[config.mk]
export PLATFORM = sky130hd
export DESIGN_NAME = fixed_block_free_list_allocator_top
export DESIGN_NICKNAME = d
export VERILOG_FILES = /design/src/design/fbfl_pkg.sv /design/src/design/fbfl_ram.sv /design/src/design/fixed_block_free_list_allocator_top.sv
export SDC_FILE = /design/constraint.sdc
export NUM_CORES = 2
export LEC_CHECK = 0
export BUFFER_PORTS_ARGS = -buffer_cell sky130_fd_sc_hd__buf_2
export CORE_ASPECT_RATIO = 0.7
export CORE_MARGIN = 8
export CORE_UTILIZATION = 35
export DETAILED_ROUTE_END_ITERATION = 16
export PLACE_DENSITY = 0.59
export SLEW_MARGIN = 0
export SYNTH_ARGS = -nofsm -noshare
export SYNTH_HDL_FRONTEND = slang
export SYNTH_HIERARCHICAL = 1
export SYNTH_SLANG_ARGS = --single-unit
[constraint.sdc]
create_clock -name i_clk -period 17.73 [get_ports i_clk]
set_input_delay 1.773 -clock i_clk [delete_from_list [all_inputs] [get_ports i_clk]]
set_output_delay 1.773 -clock i_clk [all_outputs]
set_load 0.05 [all_outputs]
[src/design/fbfl_pkg.sv]
// Package: types, constants and codes for the fixed-block free-list allocator.
`timescale 1ns / 1ps

package fbfl_pkg;

    localparam int MAX_UNITS_DEF = 256;

    localparam int UNIT_W       = 8;
    localparam int OFFSET_W     = 20;
    localparam int UNIT_COUNT_W = 9;
    localparam int UNIT_BYTES_W = 13;
    localparam int CFG_IDX_W    = 2;
    localparam int CFG_DATA_W   = 13;

    localparam logic [UNIT_COUNT_W-1:0] UNIT_COUNT_RST = 9'd256;
    localparam logic [UNIT_BYTES_W-1:0] UNIT_BYTES_RST = 13'd64;
    localparam logic [UNIT_BYTES_W-1:0] UNIT_BYTES_MIN = 13'd8;
    localparam logic [UNIT_BYTES_W-1:0] UNIT_BYTES_MAX = 13'd4096;

    localparam logic [1:0] OP_INIT  = 2'd0;
    localparam logic [1:0] OP_ALLOC = 2'd1;
    localparam logic [1:0] OP_FREE  = 2'd2;

    localparam logic [CFG_IDX_W-1:0] CFG_UNIT_COUNT = 2'd0;
    localparam logic [CFG_IDX_W-1:0] CFG_UNIT_BYTES = 2'd1;

    typedef enum logic [1:0] {
        ST_IDLE,
        ST_ALLOC,
        ST_INIT
    } t_state;

    typedef struct packed {
        logic [1:0]        opcode;
        logic [UNIT_W-1:0] freed_unit;
    } t_in_item;

    typedef struct packed {
        logic                granted;
        logic [UNIT_W-1:0]   granted_unit;
        logic [OFFSET_W-1:0] granted_offset;
        logic                pool_empty;
    } t_out_item;

endpackage

[src/design/fbfl_ram.sv]
// Generic single-clock RAM: one write port, one read port with registered read data.
`timescale 1ns / 1ps

module fbfl_ram #(
    parameter int WIDTH = 9,
    parameter int DEPTH = 256
) (
    input  logic                     i_clk,
    input  logic                     i_we,
    input  logic [$clog2(DEPTH)-1:0] i_waddr,
    input  logic [WIDTH-1:0]         i_wdata,
    input  logic                     i_re,
    input  logic [$clog2(DEPTH)-1:0] i_raddr,
    output logic [WIDTH-1:0]         o_rdata
);

    logic [WIDTH-1:0] r_mem [DEPTH];
    logic [WIDTH-1:0] r_rdata;

    always_ff @(posedge i_clk) begin
        if (i_we) begin
            r_mem[i_waddr] <= i_wdata;
        end
        if (i_re) begin
            r_rdata <= r_mem[i_raddr];
        end
    end

    assign o_rdata = r_rdata;

endmodule

[src/design/fixed_block_free_list_allocator_top.sv]
// Top level: fixed-size block allocator with a LIFO free list held in a link RAM.
`timescale 1ns / 1ps
//
// Input channel (i_in_valid / o_in_ready / i_in_data) takes one operation per
// transaction: initialize the pool, allocate a unit, or free a unit. Every
// operation returns exactly one result transaction on the output channel
// (o_out_valid / i_out_ready / o_out_data): grant flag, unit index, byte offset
// (index times unit size) and whether the pool is empty afterwards.
// The config channel (i_cfg_valid / o_cfg_ready / i_cfg_index / i_cfg_data)
// sets unit count and unit size and is always ready; the user must write it
// only while idle; the block does not enforce this. Free, unused opcodes and
// allocate on an empty pool are answered from idle; allocate waits in ST_ALLOC
// for the registered link RAM read; initialize writes one link per unit.
// The result sits in an output register; a new operation is accepted while
// the previous result is being taken, and the block holds off when the
// receiver stalls with a result pending.
// Reset: head becomes null (pool empty), unit count 256, unit size 64 bytes.
// The link RAM is not cleared; an initialize or free writes each link before use.

module fixed_block_free_list_allocator_top #(
    parameter int MAX_UNITS = fbfl_pkg::MAX_UNITS_DEF
) (
    input  logic                            i_clk,
    input  logic                            i_rst_n,
    input  logic                            i_in_valid,
    output logic                            o_in_ready,
    input  fbfl_pkg::t_in_item              i_in_data,
    output logic                            o_out_valid,
    input  logic                            i_out_ready,
    output fbfl_pkg::t_out_item             o_out_data,
    input  logic                            i_cfg_valid,
    output logic                            o_cfg_ready,
    input  logic [fbfl_pkg::CFG_IDX_W-1:0]  i_cfg_index,
    input  logic [fbfl_pkg::CFG_DATA_W-1:0] i_cfg_data
);

    localparam int IDX_W  = $clog2(MAX_UNITS);
    localparam int LINK_W = $clog2(MAX_UNITS + 1);
    localparam int CMP_W  = (LINK_W > fbfl_pkg::UNIT_COUNT_W) ? LINK_W
                                                              : fbfl_pkg::UNIT_COUNT_W;
    localparam int PROD_W = (LINK_W + fbfl_pkg::UNIT_BYTES_W > fbfl_pkg::OFFSET_W)
                          ? LINK_W + fbfl_pkg::UNIT_BYTES_W : fbfl_pkg::OFFSET_W;
    localparam logic [LINK_W-1:0] NULL_LINK = LINK_W'(MAX_UNITS);
    localparam logic [CMP_W-1:0]  MAX_CMP   = CMP_W'(MAX_UNITS);

    fbfl_pkg::t_state                     r_state, n_state;
    logic [LINK_W-1:0]                    r_head, n_head;
    logic [IDX_W-1:0]                     r_idx, n_idx;
    logic [fbfl_pkg::UNIT_COUNT_W-1:0]    r_unit_count;
    logic [fbfl_pkg::UNIT_BYTES_W-1:0]    r_unit_bytes;
    logic                                 r_out_valid, n_out_valid;
    fbfl_pkg::t_out_item                  r_out, n_out;

    logic                                 out_free;
    logic                                 in_fire;
    logic                                 head_null;
    logic [CMP_W-1:0]                     unit_ext;
    logic                                 unit_ok;
    logic [CMP_W-1:0]                     cnt_ext;
    logic [CMP_W-1:0]                     last_idx;
    logic                                 idx_last;
    logic [CMP_W-1:0]                     head_ext;
    logic [fbfl_pkg::UNIT_BYTES_W-1:0]    eff_bytes;
    logic [PROD_W-1:0]                    prod;

    logic                                 ram_we;
    logic [IDX_W-1:0]                     ram_waddr;
    logic [LINK_W-1:0]                    ram_wdata;
    logic                                 ram_re;
    logic [IDX_W-1:0]                     ram_raddr;
    logic [LINK_W-1:0]                    ram_rdata;

    fbfl_ram #(
        .WIDTH (LINK_W),
        .DEPTH (MAX_UNITS)
    ) u_link_ram (
        .i_clk   (i_clk),
        .i_we    (ram_we),
        .i_waddr (ram_waddr),
        .i_wdata (ram_wdata),
        .i_re    (ram_re),
        .i_raddr (ram_raddr),
        .o_rdata (ram_rdata)
    );

    assign out_free   = !r_out_valid || i_out_ready;
    assign o_in_ready = (r_state == fbfl_pkg::ST_IDLE) && out_free;
    assign in_fire    = i_in_valid && o_in_ready;
    assign o_cfg_ready = 1'b1;
    assign o_out_valid = r_out_valid;
    assign o_out_data  = r_out;

    assign head_null = (r_head >= NULL_LINK);
    assign unit_ext  = CMP_W'(i_in_data.freed_unit);
    assign unit_ok   = (unit_ext < MAX_CMP);
    assign head_ext  = CMP_W'(r_head);

    always_comb begin
        cnt_ext = CMP_W'(r_unit_count);
        if (cnt_ext == '0) begin
            last_idx = '0;
        end else if (cnt_ext > MAX_CMP) begin
            last_idx = MAX_CMP - CMP_W'(1);
        end else begin
            last_idx = cnt_ext - CMP_W'(1);
        end
    end

    assign idx_last = (CMP_W'(r_idx) == last_idx);

    always_comb begin
        if (r_unit_bytes < fbfl_pkg::UNIT_BYTES_MIN) begin
            eff_bytes = fbfl_pkg::UNIT_BYTES_MIN;
        end else if (r_unit_bytes > fbfl_pkg::UNIT_BYTES_MAX) begin
            eff_bytes = fbfl_pkg::UNIT_BYTES_MAX;
        end else begin
            eff_bytes = r_unit_bytes;
        end
    end

    assign prod = PROD_W'(r_head) * PROD_W'(eff_bytes);

    always_comb begin
        n_state     = r_state;
        n_head      = r_head;
        n_idx       = r_idx;
        n_out_valid = r_out_valid && !i_out_ready;
        n_out       = r_out;
        ram_we      = 1'b0;
        ram_waddr   = r_idx;
        ram_wdata   = r_head;
        ram_re      = 1'b0;
        ram_raddr   = r_head[IDX_W-1:0];

        case (r_state)
            fbfl_pkg::ST_IDLE: begin
                if (in_fire) begin
                    n_out            = '0;
                    n_out.pool_empty = head_null;
                    case (i_in_data.opcode)
                        fbfl_pkg::OP_INIT: begin
                            n_idx   = '0;
                            n_state = fbfl_pkg::ST_INIT;
                        end
                        fbfl_pkg::OP_ALLOC: begin
                            if (head_null) begin
                                n_out_valid = 1'b1;
                            end else begin
                                ram_re  = 1'b1;
                                n_state = fbfl_pkg::ST_ALLOC;
                            end
                        end
                        fbfl_pkg::OP_FREE: begin
                            n_out_valid = 1'b1;
                            if (unit_ok) begin
                                ram_we           = 1'b1;
                                ram_waddr        = unit_ext[IDX_W-1:0];
                                ram_wdata        = r_head;
                                n_head           = unit_ext[LINK_W-1:0];
                                n_out.pool_empty = 1'b0;
                            end
                        end
                        default: begin
                            n_out_valid = 1'b1;
                        end
                    endcase
                end
            end
            fbfl_pkg::ST_ALLOC: begin
                if (out_free) begin
                    n_out.granted        = 1'b1;
                    n_out.granted_unit   = head_ext[fbfl_pkg::UNIT_W-1:0];
                    n_out.granted_offset = prod[fbfl_pkg::OFFSET_W-1:0];
                    n_out.pool_empty     = (ram_rdata >= NULL_LINK);
                    n_out_valid          = 1'b1;
                    n_head               = ram_rdata;
                    n_state              = fbfl_pkg::ST_IDLE;
                end
            end
            fbfl_pkg::ST_INIT: begin
                ram_we    = 1'b1;
                ram_waddr = r_idx;
                ram_wdata = idx_last ? NULL_LINK : LINK_W'(r_idx) + LINK_W'(1);
                if (!idx_last) begin
                    n_idx = r_idx + IDX_W'(1);
                end else if (out_free) begin
                    n_head      = '0;
                    n_out       = '0;
                    n_out_valid = 1'b1;
                    n_state     = fbfl_pkg::ST_IDLE;
                end
            end
            default: begin
                n_state = fbfl_pkg::ST_IDLE;
            end
        endcase
    end

    always_ff @(posedge i_clk) begin
        if (!i_rst_n) begin
            r_state      <= fbfl_pkg::ST_IDLE;
            r_head       <= NULL_LINK;
            r_idx        <= '0;
            r_out_valid  <= 1'b0;
            r_unit_count <= fbfl_pkg::UNIT_COUNT_RST;
            r_unit_bytes <= fbfl_pkg::UNIT_BYTES_RST;
        end else begin
            r_state     <= n_state;
            r_head      <= n_head;
            r_idx       <= n_idx;
            r_out_valid <= n_out_valid;
            if (i_cfg_valid && o_cfg_ready) begin
                case (i_cfg_index)
                    fbfl_pkg::CFG_UNIT_COUNT: begin
                        r_unit_count <= i_cfg_data[fbfl_pkg::UNIT_COUNT_W-1:0];
                    end
                    fbfl_pkg::CFG_UNIT_BYTES: begin
                        r_unit_bytes <= i_cfg_data[fbfl_pkg::UNIT_BYTES_W-1:0];
                    end
                    default: begin
                    end
                endcase
            end
        end
    end

    always_ff @(posedge i_clk) begin
        r_out <= n_out;
    end

    a_no_accept_when_full: assert property (@(posedge i_clk) disable iff (!i_rst_n)
        in_fire |-> (!r_out_valid || i_out_ready))
        else $error("operation accepted while result register blocked");

    a_alloc_head_valid: assert property (@(posedge i_clk) disable iff (!i_rst_n)
        (r_state == fbfl_pkg::ST_ALLOC) |-> !head_null)
        else $error("allocate read issued with null head");

    a_free_sets_head: assert property (@(posedge i_clk) disable iff (!i_rst_n)
        (in_fire && (i_in_data.opcode == fbfl_pkg::OP_FREE) && unit_ok)
        |=> (r_head == $past(unit_ext[LINK_W-1:0])))
        else $error("free did not push unit onto head");

    a_init_head_zero: assert property (@(posedge i_clk) disable iff (!i_rst_n)
        (r_state == fbfl_pkg::ST_INIT) ##1 (r_state == fbfl_pkg::ST_IDLE)
        |-> (r_head == '0))
        else $error("initialize finished without head at unit zero");

    a_grant_not_empty_before: assert property (@(posedge i_clk) disable iff (!i_rst_n)
        (r_state == fbfl_pkg::ST_ALLOC) && out_free |=> (r_out_valid && r_out.granted))
        else $error("allocate completion did not produce a grant");

endmodule

* Word-level counts from Yosys, hierarchy flattened
Memories as Yosys holds them, arrays and structs flattened. A register that Yosys moved wholly into a read port is not among the register bits.
Index checks and enable logic that the tools add are counted.
** Operators by class
- Add/subtract/negate cells :: 3
- Multipliers :: 1
- $lt $le $gt $ge :: 6
- Equal/unequal tests :: 16
- Muxes and demuxes :: 50
- Reduce and logical (&&, ||, !) cells :: 18
** Operators by type and width (number)
- $mux 30 :: 4
- $mux 9 :: 10
- $pmux 30 s3 :: 1
- $mux 8 :: 7
- $pmux 9 s3 :: 1
- $mux 13 :: 2
- $mul 9x13->20 :: 1
- $ge 9x9->1 const B :: 2
- $pmux 8 s2 :: 1
- $mux 1 :: 15
- $gt 13x13->1 const B :: 1
- $lt 13x4->1 const B :: 1
- $ne 2x2->1 const B :: 6
- $add 8x1->9 const B :: 1
- $eq 8x9->1 :: 1
- $gt 9x9->1 const B :: 1
- $logic_not 9->1 :: 1
- $lt 8x9->1 const B :: 1
- $sub 9x1->9 const B :: 1
- $add 8x1->8 const B :: 1
- $mux 2 :: 4
- $reduce_and 4->1 :: 2
- $reduce_and 7->1 :: 1
- $eq 2x1->1 const B :: 3
- other kinds (16) :: 25
** Word-level totals
- Bits in registers :: 72
- Bits in writable memories :: 2304
- Bits of input ports :: 30
- Output and inout bits :: 33
- Logic and storage cells :: 105
- Memories :: 1
** Memory list
- u_link_ram.r_mem :: words 256, width 9, read ports 1, clocked after memory_dff 1, write ports 1, line fbfl_ram.sv:17 : logic [WIDTH-1:0] r_mem [DEPTH];

* Logic depth before layout (Yosys ltp)
- Depth in word-level cells :: 8
- Mapped depth :: 22
- Gate-level depth less buffers :: 21

* Modules after synthesis
The synthesis kept the hierarchy.
** By module, submodules not included
- fbfl_ram :: times used 1, cells an instance 4237, area an instance 89368.2 sq um, sequential area each 69456.6 sq um
- fixed_block_free_list_allocator_top :: times used 1, cells an instance 861, area an instance 7412.1 sq um, sequential area each 1741.7 sq um

* Worst setup path after synthesis
Ideal clock, no wire load.
- Path kind :: reg-to-reg
- Start :: register r_state[0]
- End :: memory u_link_ram.r_mem[0][1], data pin
- Setup time :: 2189 ps
- Data arrival time :: 10921 ps
- Required time :: 15541 ps
- Setup slack :: 4620 ps
- Stages on the path, launching flop included :: 6
- Path buffers :: 2
- Period minus slack after synthesis :: 13110 ps
- Path through :: dfxtp_1 > inv_1 > ha_1 > clkbuf_1 > buf_1 > o21ai_0
** On the way
- Longest elaborated chain between the ends :: 2
** Ends and longest elaborated chain
- from (decl) :: line fixed_block_free_list_allocator_top.sv:46 : fbfl_pkg::t_state r_state, n_state;
- from (signal assigned) :: line fixed_block_free_list_allocator_top.sv:201 : r_state <= fbfl_pkg::ST_IDLE;
- from (signal assigned) :: line fixed_block_free_list_allocator_top.sv:208 : r_state <= n_state;
- $eq 2x2->1 :: line fixed_block_free_list_allocator_top.sv:135 : case (r_state)
- $mux 9
- named net ram_wdata[1] :: line fixed_block_free_list_allocator_top.sv:68 : logic [LINK_W-1:0] ram_wdata;
- to (decl) :: line fbfl_ram.sv:17
The timed path passes the listed nets, and every way through them passes these cells.

==> flow_summary.ini <==
[outcome]
status = complete, but fails checks
violations = slew limit

[power_and_ir_drop]
pwr-share-comb_pct = 28.9
peakVddDrop_uv = 193
power.density_mw_per_mm2 = 155
intPower_uw = 11100
p_sw_share_pct = 33.5
leakage_uw = 0.0333
p_sw_uw = 5610
clkPwrFrac_pct = 27.9
p_seq_share_pct = 43.2

[cts]
cts_resized = 0
cts_tree = done
cts_setup_buffers = 0
cts_made_buffers = 222
clkSlewWorstSetupHoldPaths_ps = 70
cts-root-buf = clkbuf_16
cts_buffer_depth = 4
cts.sinks = 2385
holdBufCountCts = 0
clock_latency_ps = 890
cts_htree_levels = 4

[floorplan]
coreArea_mm2 = 0.275
dieArea_mm2 = 0.294
floorplan.rows = 161
ioPinCount = 63
fp.dieH_um = 456
initial_core_util_pct = 35.2
die_w_um = 645

[drt]
drtIter0Drc = 6479
drt_wl_total_mm = 261
drt_first_pass_iters = 6
vias_per_cell = 5.64
drc = 0
drtAntennaViolNets = 0
wl_per_cell_um = 28.8
via_count = 50900

[synthesis]
syn_area_mm2 = 0.0968
ys_seq_area_share_pct = 73.6
async_flop_share_pct = 0
ys_ff_latch = 2385
ys_types = 79
synth_edf_count = 2343
synth_ff_type = edfxtp_1
syn_area_per_cell_um2 = 19.0
synthCells = 5098
yosys_warnings = 6
syn_nets = 5246

[setup_path]
arrival_ps = 7350
path_max_fanout = 9
worst-setup-path-type = register to register
required_ps = 18300
critPathLaunchType = register
cp-end-kind = register

[grt]
grtUsageTotal_pct = 17.2
grt_max_degree = 209
overflow = 0
grt_pass1_vias = 49100
antenna_found_initial = 11
grt_pass1_wl_mm = 371

[sta]
finalSetupTns_ps = 0
maxClockFrequency_ghz = 0.147
drv_slew = 38
rsz0062_at_grt = false
timing_hold_violations_final = 0
finalClockSkew_ps = 76.2
period_share_pct = 38.2
setup_viol = 0
setup_ws_ps = 10950
tightestPinTransition_ps = 1530
maxSlewHeadroom_pct = -2.15
period_needed_ps = 6780

[placed_design]
dpl-instance-area_mm2 = 0.101
gp_congestion = 0.848
dp_hpwl_mm = 163
port_buffers = 61
pre_cts_ws_ps = 10720

[final_layout]
area_growth_pct = 11.6
drive_gt1_share_pct = 19.2
post-route-util_pct = 39.3
fin_area_mm2 = 0.108
nNetsFinal = 5333

[worst_hold_path]
hp-class = register to register

[job]
cap_violations = 0
[placed cells by master (no fill, tap or decap), types with 27 or more instances in the layout]
master / Yosys / layout
edfxtp_1: 2343 / 2343
mux4_2: 467 / 467
nor2_1: 357 / 355
clkbuf_16: 0 / 222
mux2i_1: 188 / 188
a22oi_1: 175 / 175
nand2_1: 144 / 144
a21oi_1: 143 / 143
inv_1: 120 / 120
buf_4: 29 / 105
fa_1: 77 / 77
o22ai_1: 65 / 65
and2_1: 65 / 62
buf_2: 59 / 62
clkinv_1: 1 / 55
nand3_1: 55 / 54
clkinv_2: 0 / 47
nor2b_1: 46 / 42
ha_1: 41 / 41
o21ai_0: 41 / 38
clkbuf_1: 163 / 37
dfxtp_1: 42 / 36
o221ai_1: 35 / 35
nor3_1: 31 / 31
nor4_1: 30 / 29
mux2_2: 29 / 29
a211oi_1: 27 / 27
[synthesized netlist by cell type, drive strengths merged (65+ instances only)]
master,count,area (um^2)
fa,77,1540
edfxtp,2343,70400
buf,149,1160
nand2,144,541
clkbuf,163,612
nor2,357,1340
a22oi,175,1310
a21oi,143,716
mux4,476,10800
inv,120,450
mux2i,188,1880
o22ai,65,407
and2,65,407
[registers in the layout, indices dropped and copies added (netlist names), 2 cells and up]
register            flops
u_link_ram/o_rdata      9
head_ext                9
r_idx                   8
cnt_ext                 9
u_link_ram/r_mem     2304
r_state                 2
o_out_data             30
r_unit_bytes           13
[area by class of cell]
cell class | count | area (um^2)
multi-input combinational | 2280 | 23500
sequential | 2385 | 71200
antenna | 2 | 5.00
timing repair buffer | 175 | 1260
clock buffer | 259 | 5690
tap | 3667 | 4590
clock inverter | 144 | 1250
inverter | 121 | 454
fill | 24500 | 167000
[worst paths after layout]
check / cells past startpoint / endpoint / start / slack, ps
worst max-delay path: 21 / o_out_data[20] / r_unit_bytes[6] / 10950
worst min-delay path: 2 / r_unit_bytes[8] / r_unit_bytes[8] / 470
worst max register to register: 21 / o_out_data[20] / r_unit_bytes[6] / 10950
worst min register to register: 2 / r_unit_bytes[8] / r_unit_bytes[8] / 470
[cells by family (layout without fill, tap and decap cells)]
group / count (synthesis) / after routing / synth area share [%]
buffers and inverters: 433 / 699 / 2.30
AOI/OAI and AO/OA: 613 / 613 / 4.32
muxes: 693 / 693 / 13.4
and+or+nand+nor: 828 / 828 / 4.05
xor gates and xnor gates: 27 / 27 / 0.244
DFF: 2385 / 2385 / 73.6
other: 1 / 3 / 0.00387
adders and majority gates: 118 / 118 / 2.12
[power groups by stage]
stage | sequential [uW] | combinational, uW | clock, uW
after detailed placement | 7340 | 4820 | 0
after floorplan | 7730 | 2770 | 0
after global routing | 7230 | 5090 | 4960
final | 7230 | 4840 | 4660
after CTS | 7220 | 4810 | 4750
after global placement | 7340 | 4750 | 0
[per-layer routing]
metal | wire length [um] | GRT usage (%)
met1 | 116000 | 26.8
met2 | 105000 | 22.9
met3 | 33400 | 5.66
met4 | 5630 | 3.64
met5 | 0 | 0
[worst max-delay path, stage by stage, from the launching register on]
cell      delay (ps)
dfxtp_1          320
nor4_1           380
nand3_1          160
o41a_1           380
nor2b_1          520
nand2_1          170
fa_1             570
inv_1             60
fa_1             480
fa_1             550
inv_1             50
fa_1             470
inv_1             40
ha_1             330
nand3_1          110
o211ai_1         130
o41ai_1          620
o21ai_0          290
a311oi_1         490
a21oi_1          140
xnor2_1          200
nor2_1            50
[metrics by stage]
step	hold slack, ps	instances	total power, uW
floorplan	444	5098	10500
global placement	462	8627	12100
detailed placement	462	8627	12200
CTS	472	9030	16800
global route	500	9031	17300
finish	471	9033	16700
(Power assumes the default switching activity.)
